**src/mmrs_pkg.sv**
```systemverilog
// Shared widths, constants and state codes for the min/max byte rescale unit.
package mmrs_pkg;

	localparam int PIX_W   = 16;
	localparam int BYTE_W  = 8;
	localparam int NUM_W   = PIX_W + BYTE_W;
	localparam int CNT_W   = $clog2(BYTE_W);

	localparam logic [BYTE_W-1:0] FULL_SCALE = 8'd255;

	typedef logic [PIX_W-1:0]  pix_t;
	typedef logic [BYTE_W-1:0] byte_t;
	typedef logic [NUM_W-1:0]  num_t;

	// divider request from the sequencer
	typedef struct packed {
		logic start;
		num_t num;
		pix_t den;
	} div_req_t;

	// divider status back to the sequencer
	typedef struct packed {
		logic  done;
		byte_t quot;
	} div_rsp_t;

	localparam logic [1:0] S_IDLE = 2'd0;
	localparam logic [1:0] S_PREP = 2'd1;
	localparam logic [1:0] S_DIV  = 2'd2;
	localparam logic [1:0] S_WAIT = 2'd3;

endpackage

```
**src/mmrs_divider.sv**
```systemverilog
// Restoring divider, one quotient bit per cycle, for quotients below 256.
module mmrs_divider import mmrs_pkg::*; (
	input  logic     clk,
	input  logic     arst_n,
	input  div_req_t req,
	output div_rsp_t rsp
);

	logic             busy_q;
	logic             done_q;
	logic [CNT_W-1:0] cnt_q;
	pix_t             rem_q;
	pix_t             den_q;
	byte_t            qn_q;
	logic [PIX_W:0]   trial;
	logic             qbit;

	// numerator bits shift out of the top of qn_q while quotient bits enter below
	assign trial = {rem_q, qn_q[BYTE_W-1]};
	assign qbit  = (trial >= {1'b0, den_q});

	always_ff @(posedge clk or negedge arst_n) begin
		if (!arst_n) begin
			busy_q <= 1'b0;
			done_q <= 1'b0;
			cnt_q  <= '0;
		end else begin
			done_q <= busy_q && !req.start && (cnt_q == CNT_W'(BYTE_W - 1));
			if (req.start) begin
				busy_q <= 1'b1;
				cnt_q  <= '0;
			end else if (busy_q) begin
				cnt_q <= cnt_q + 1'b1;
				if (cnt_q == CNT_W'(BYTE_W - 1)) begin
					busy_q <= 1'b0;
				end
			end
		end
	end

	always_ff @(posedge clk) begin
		if (req.start) begin
			rem_q <= req.num[NUM_W-1:BYTE_W];
			qn_q  <= req.num[BYTE_W-1:0];
			den_q <= req.den;
		end else if (busy_q) begin
			rem_q <= qbit ? PIX_W'(trial - {1'b0, den_q}) : trial[PIX_W-1:0];
			qn_q  <= {qn_q[BYTE_W-2:0], qbit};
		end
	end

	assign rsp.done = done_q;
	assign rsp.quot = qn_q;

endmodule

```
**src/min_max_to_byte_rescale_unit.sv**
```systemverilog
// Top level: min/max mark gathering and 16-to-8 bit contrast stretch.
// Gather requests update the marks in S_IDLE; the unit is ready again on the next cycle.
// Convert requests go from accept through S_PREP to the result register, passing
// the one-bit-per-cycle divider (S_DIV) only when the range is non-empty and the
// pixel lies strictly between the marks; one request is in work at a time.
// Reset puts the low mark at 255, the high mark at 0 and clears all valid flags.
module min_max_to_byte_rescale_unit import mmrs_pkg::*; (
	input  logic  clk,
	input  logic  arst_n,
	input  logic  in_valid,
	output logic  in_stall,
	input  logic  mode,
	input  pix_t  pixel,
	input  logic  first,
	output logic  out_valid,
	input  logic  out_stall,
	output byte_t byte_out
);

	logic [1:0] state_q;
	byte_t      low_q;
	pix_t       high_q;
	pix_t       pix_q;
	byte_t      res_q;
	logic       out_valid_q;
	byte_t      byte_out_q;

	logic       in_acc;
	logic       out_free;
	byte_t      low_base;
	pix_t       high_base;
	logic       empty_range;
	logic       below;
	logic       above;
	pix_t       diff;
	num_t       num;
	div_req_t   div_req;
	div_rsp_t   div_rsp;

	assign in_stall = (state_q != S_IDLE);
	assign in_acc   = in_valid && !in_stall;
	assign out_free = !out_valid_q || !out_stall;

	assign low_base  = first ? FULL_SCALE : low_q;
	assign high_base = first ? '0 : high_q;

	assign empty_range = (high_q <= {8'd0, low_q});
	assign below       = (pix_q <= {8'd0, low_q});
	assign above       = (pix_q >= high_q);
	assign diff        = pix_q - {8'd0, low_q};
	// 255 * diff as a shift and subtract
	assign num         = {diff, 8'd0} - {8'd0, diff};

	assign div_req.start = (state_q == S_PREP) && !(empty_range || below || above);
	assign div_req.num   = num;
	assign div_req.den   = high_q - {8'd0, low_q};

	mmrs_divider u_div (
		.clk    (clk),
		.arst_n (arst_n),
		.req    (div_req),
		.rsp    (div_rsp)
	);

	always_ff @(posedge clk or negedge arst_n) begin
		if (!arst_n) begin
			state_q     <= S_IDLE;
			low_q       <= FULL_SCALE;
			high_q      <= '0;
			out_valid_q <= 1'b0;
		end else begin
			if (out_valid_q && !out_stall && state_q != S_WAIT) begin
				out_valid_q <= 1'b0;
			end
			unique case (state_q)
				S_IDLE: begin
					if (in_acc) begin
						if (!mode) begin
							high_q <= (pixel > high_base) ? pixel : high_base;
							low_q  <= (pixel < {8'd0, low_base}) ? pixel[BYTE_W-1:0]
							                                     : low_base;
						end else begin
							state_q <= S_PREP;
						end
					end
				end
				S_PREP: begin
					state_q <= div_req.start ? S_DIV : S_WAIT;
				end
				S_DIV: begin
					if (div_rsp.done) begin
						state_q <= S_WAIT;
					end
				end
				S_WAIT: begin
					if (out_free) begin
						out_valid_q <= 1'b1;
						state_q     <= S_IDLE;
					end
				end
				default: state_q <= S_IDLE;
			endcase
		end
	end

	always_ff @(posedge clk) begin
		if (in_acc) begin
			pix_q <= pixel;
		end
		if (state_q == S_PREP && !div_req.start) begin
			priority if (empty_range) begin
				res_q <= pix_q[BYTE_W-1:0];
			end else if (below) begin
				res_q <= '0;
			end else begin
				res_q <= FULL_SCALE;
			end
		end else if (state_q == S_DIV && div_rsp.done) begin
			res_q <= div_rsp.quot;
		end
		if (state_q == S_WAIT && out_free) begin
			byte_out_q <= res_q;
		end
	end

	assign out_valid = out_valid_q;
	assign byte_out  = byte_out_q;

endmodule
```
**config.mk**
```make
export PLATFORM = sky130hd
export DESIGN_NAME = min_max_to_byte_rescale_unit
export DESIGN_NICKNAME = d
export VERILOG_FILES = /design/src/mmrs_pkg.sv /design/src/mmrs_divider.sv /design/src/min_max_to_byte_rescale_unit.sv
export SDC_FILE = /design/constraint.sdc
export NUM_CORES = 1
export LEC_CHECK = 0
export ABC_AREA = 1
export BUFFER_PORTS_ARGS = -buffer_cell sky130_fd_sc_hd__buf_2
export CAP_MARGIN = 25
export CORE_MARGIN = 2
export CORE_UTILIZATION = 59
export CTS_BUF_LIST = sky130_fd_sc_hd__clkbuf_4 sky130_fd_sc_hd__clkbuf_8
export CTS_CLUSTER_DIAMETER = 40
export DETAILED_ROUTE_END_ITERATION = 10
export PLACE_DENSITY = 0.79
export SETUP_SLACK_MARGIN = 0.15
export SLEW_MARGIN = 10
export SYNTH_ARGS = -nofsm -noshare
export SYNTH_HDL_FRONTEND = slang
export SYNTH_HIERARCHICAL = 1
export SYNTH_SLANG_ARGS = --single-unit
```
**constraint.sdc**
```tcl
create_clock -name clk -period 4.15 [get_ports clk]
set_input_delay 0.415 -clock clk [delete_from_list [all_inputs] [get_ports clk]]
set_output_delay 0.415 -clock clk [all_outputs]
set_load 0.005 [all_outputs]
```
==> results.md <==
| Quantity | This run |
|:---|:---|
| Class of the most critical setup path | flop to flop |
| Data required time at the worst endpoint | 4320 ps |
| Fraction of the mapped netlist area in compound gates | 8.837% |
| Post-cts gate resize count | 0 |
| Max-slew headroom at the worst pin | 38.03% |
| Antenna fix cells | 0 |
| Average cell area after synthesis | 7.456 µm² |
| Clock share of power | 36.1% |
| Area of the die | 0.01619 mm² |
| Clock-pin slew on the worst setup and hold paths | 120 ps |
| Remaining design rule violation count | 0 |
| Hold violation count in the final report | 0 |
| # port buffers | 31 |
| TritonCTS buffer count | 9 |
| Number of filler instances in the final layout | 1,391 |
| RR Endpoint | u_div/rem_q[12] |
| Largest stage delay, worst path | 550 ps |
| Most common flop cell mapped by yosys | edfxtp_1 |
| Internal power consumption | 1.379 mW |
| Cell class contributing the biggest share of worst-path delay | simple AND/OR/NAND/NOR gates |
| Synthesized Nets | 1,311 |
| Vias in the first global route | 7,288 |
| Initial antenna violation count | 0 |
| Buf/Inv on CP | 3 |
| Share of synthesized flip-flops with an asynchronous set or reset | 30.77% |
| Wire length of the first global-routing pass | 35,300 µm |
| Unrepaired setup endpoints after global routing | no |
| Iteration-0 DRC Markers | 473 |
| Layout cell share with drive strength beyond 1 | 13.00% |
| Clock tree from TritonCTS | done |
| Final worst path period share | 88.13% |
| Adder and majority gate portion of the synthesized area | 12.40% |
| Crit-path most repeated cell | nand2_1 |
| Ports | 32 |
| Row Count | 45 |
| Fmax | 0.2734 GHz |
| Overflow after GRT | 0 |
| Maximum Capacitance Violations | 0 |
| Launching element type of the critical path | flop |
| Number of hold buffers added after cts | 0 |
| Synth-to-Final Area Change | 5.822% |
| Highest-count cells in the layout ignoring fill and taps | nand2_1, inv_1, ha_1, nand3_1, edfxtp_1 |
| Die Width | 127.3 µm |
| Xor/xnor share of the synthesized area | 3.323% |
| Overall power | 1.866 mW |
| Estimated wirelength of the detail-placed design | 17,490 µm |
| Drt via density | 5.489 |
| Proportion of power drawn by combinational gates | 4.9% |
| Outcome | finished clean |
| Simple-gate share of the synthesized area | 33.32% |
| Number of instances in the synthesized netlist | 1,202 |
| Routability congestion estimate | 0.9700 |
| Dominant combinational cell family by area after synthesis | simple AND/OR/NAND/NOR gates |
| Clock Tree Buf Depth | 2 |
| Final setup vio count | 0 |
| Via count of the routed design | 7,789 |
| Die outline height | 127.3 µm |
| Netlist Area Pre-Place | 0.008962 mm² |
| EDFF count, synth | 72 |
| Type of the worst min-delay path | input pin to async pin |
| Post-Route WL | 21,350 µm |
| Per-cell routed wire length | 15.04 µm |
| Critical Path End Type | flop |
| Total Negative Setup Slacks | 0 ps |
| TritonCTS sink count | 104 |
| First drt pass iteration count | 6 |
| Floorplan Core Area | 0.01503 mm² |
| Slew at the pin with the worst max-slew slack | 921.0 ps |
| Most common library cell in the layout ignoring fill and taps | nand2_1 |
| Static Leak | 4.568 nW |
| Reg power frac | 59.0% |
| Arrival time reported for the critical path endpoint | 3830 ps |
| Unique masters post-synth | 51 |
| Slowest stage cell, crit path | dfstp_2 |
| Peak ir drop on the vdd network | 0.2400 mV |
| Worst-case clock skew | 19.43 ps |
| Number of nets with antenna violations after detailed routing | 0 |
| Crit-path max FO | 7 |
| Setup bufs post-CTS | 0 |
| CTS root buffer | clkbuf_8 |
| Final Critical Period | 3658 ps |
| Beginning of the worst register-to-register path | low_q[2] |
| Total GRT Usage | 27.60% |
| Number of pins with negative max-slew slack in the final report | 0 |
| Area used by multi-input combinational logic | 0.005199 mm² |
| Net switching power figure | 0.4862 mW |
| Minimum setup slack among reg-to-reg paths | 490 ps |
| Count of cell instances traversed by the critical path | 19 |
| Storage cell area | 0.002973 mm² |
| Clock latency of the later-clocked register in the worst-skew pair | 420 ps |
| Power density of the placed cells | 196.7 mW/mm² |
| Maximum number of pins on one net before global-route repair | 49 |
| Cell-by-cell trace of the critical path | inv_1 -> ha_1 -> nand2_1 -> nand2_1 -> inv_2 -> nand2_2 -> nand3_1 -> nand4_1 -> or2_2 -> xor2_1 -> ha_1 -> a21oi_1 -> inv_1 -> a31oi_2 -> nand3_1 -> nand2_1 -> nand2_1 -> nand2_1 -> nand2_1 |
| FF-to-FF path depth | 19 |
| Register area share after synthesis | 33.17% |
| Warnings from Yosys | 6 |
| Mux contribution to synthesized area | 0% |
| CTS H-Tree Depth | 3 |
| Net switching fraction of the power | 26.06% |
| Starting density of the core | 59.62% |
| Final layout net count | 1,335 |
| Seq cells post-synth | 104 |
==> cells by family after synthesis <==
| logic type | count (synthesis) |
|---|---|
| xor+xnor | 34 |
| buf+inv | 202 |
| fa+ha+maj | 87 |
| simple gates | 642 |
| flops | 104 |
| compound gates | 133 |
==> final cells by class <==
| cell class | count | area share [%] |
|---|---|---|
| clock inverters | 7 | 0.9367 |
| well taps | 188 | 2.480 |
| repair buffers | 36 | 2.032 |
| clock buffers | 9 | 1.306 |
| inverters | 179 | 7.084 |
| flip-flops and latches | 104 | 31.35 |
| multi-input cells | 896 | 54.82 |
==> how the worst max path moves through the flow <==
stage / start / end / slack (ps)
after floorplan: low_q[0] / u_div/qn_q[0] / 350
after global placement: low_q[2] / u_div/rem_q[8] / 630
after detailed placement: low_q[2] / u_div/rem_q[12] / 580
after CTS: low_q[2] / u_div/rem_q[12] / 510
after global routing: low_q[2] / u_div/rem_q[8] / 190
final: low_q[2] / u_div/rem_q[12] / 490
==> power groups by stage <==
stage,sequential [mW],combinational (mW),clock [mW]
2_1_floorplan,1.12,0.0517,0
3_3_place_gp,1.12,0.0903,0
3_5_place_dp,1.12,0.0917,0
4_1_cts,1.10,0.0921,0.687
5_1_grt,1.10,0.107,0.725
6_report,1.10,0.0920,0.673
==> state kept, by name, indices dropped and copies added, names as in the netlist, 3 cells and up <==
signal       count
high_q          16
pix_q           16
u_div/den_q     16
u_div/rem_q     16
byte_out         8
low_q            8
res_q            8
u_div/qn_q       8
u_div/cnt_q      3
==> per-stage QoR <==
| stage | cells | hold WS [ps] | setup WS, ps | utilization [%] | instance area [µm²] |
|---|---|---|---|---|---|
| after floorplan | 1202 | 119.4 | 349.5 | - | 8965 |
| after global placement | 1403 | 402.6 | 634.5 | 61.63 | 9265 |
| after detailed placement | 1403 | 404.5 | 575.3 | 61.63 | 9265 |
| after CTS | 1419 | 68.06 | 507.4 | 63.05 | 9478 |
| final | 1419 | 53.45 | 492.4 | 63.09 | 9484 |
| after global routing | 1419 | 103.3 | 185.6 | 63.09 | 9484 |
==> metal layers <==
metal	vias to the layer above	part of all wire, %	wire length, µm	GRT usage, %
met5	-	0	0	0
met1	3538	45	9692	37.12
met3	42	5.1	1098	3.978
met4	0	3.3	707	12.09
met2	205	46	9847	44.75
li1	4004	-	-	-
==> cell usage after synthesis (4+ instances only) <==
| library cell | count | area (µm²) |
|---|---|---|
| nor2_1 | 66 | 247.7 |
| edfxtp_1 | 72 | 2162 |
| nand3_1 | 83 | 415.4 |
| o21a_1 | 4 | 30.03 |
| a21oi_1 | 36 | 180.2 |
| nand2_1 | 357 | 1340 |
| ha_1 | 84 | 1051 |
| inv_2 | 16 | 60.06 |
| inv_1 | 163 | 611.8 |
| nand3b_1 | 19 | 142.6 |
| clkbuf_1 | 14 | 52.55 |
| nor3_1 | 11 | 55.05 |
| nand3_2 | 9 | 90.09 |
| xor2_1 | 21 | 183.9 |
| nor4_1 | 6 | 37.54 |
| nor2_2 | 11 | 68.82 |
| nand2_2 | 39 | 244.0 |
| o211ai_1 | 24 | 180.2 |
| dfrtp_1 | 24 | 600.6 |
| xnor2_1 | 13 | 113.9 |
| dfstp_2 | 8 | 210.2 |
| nand4_1 | 22 | 137.6 |
| o21ai_0 | 52 | 260.3 |
No activity file was read; power rests on OpenSTA's default activity.
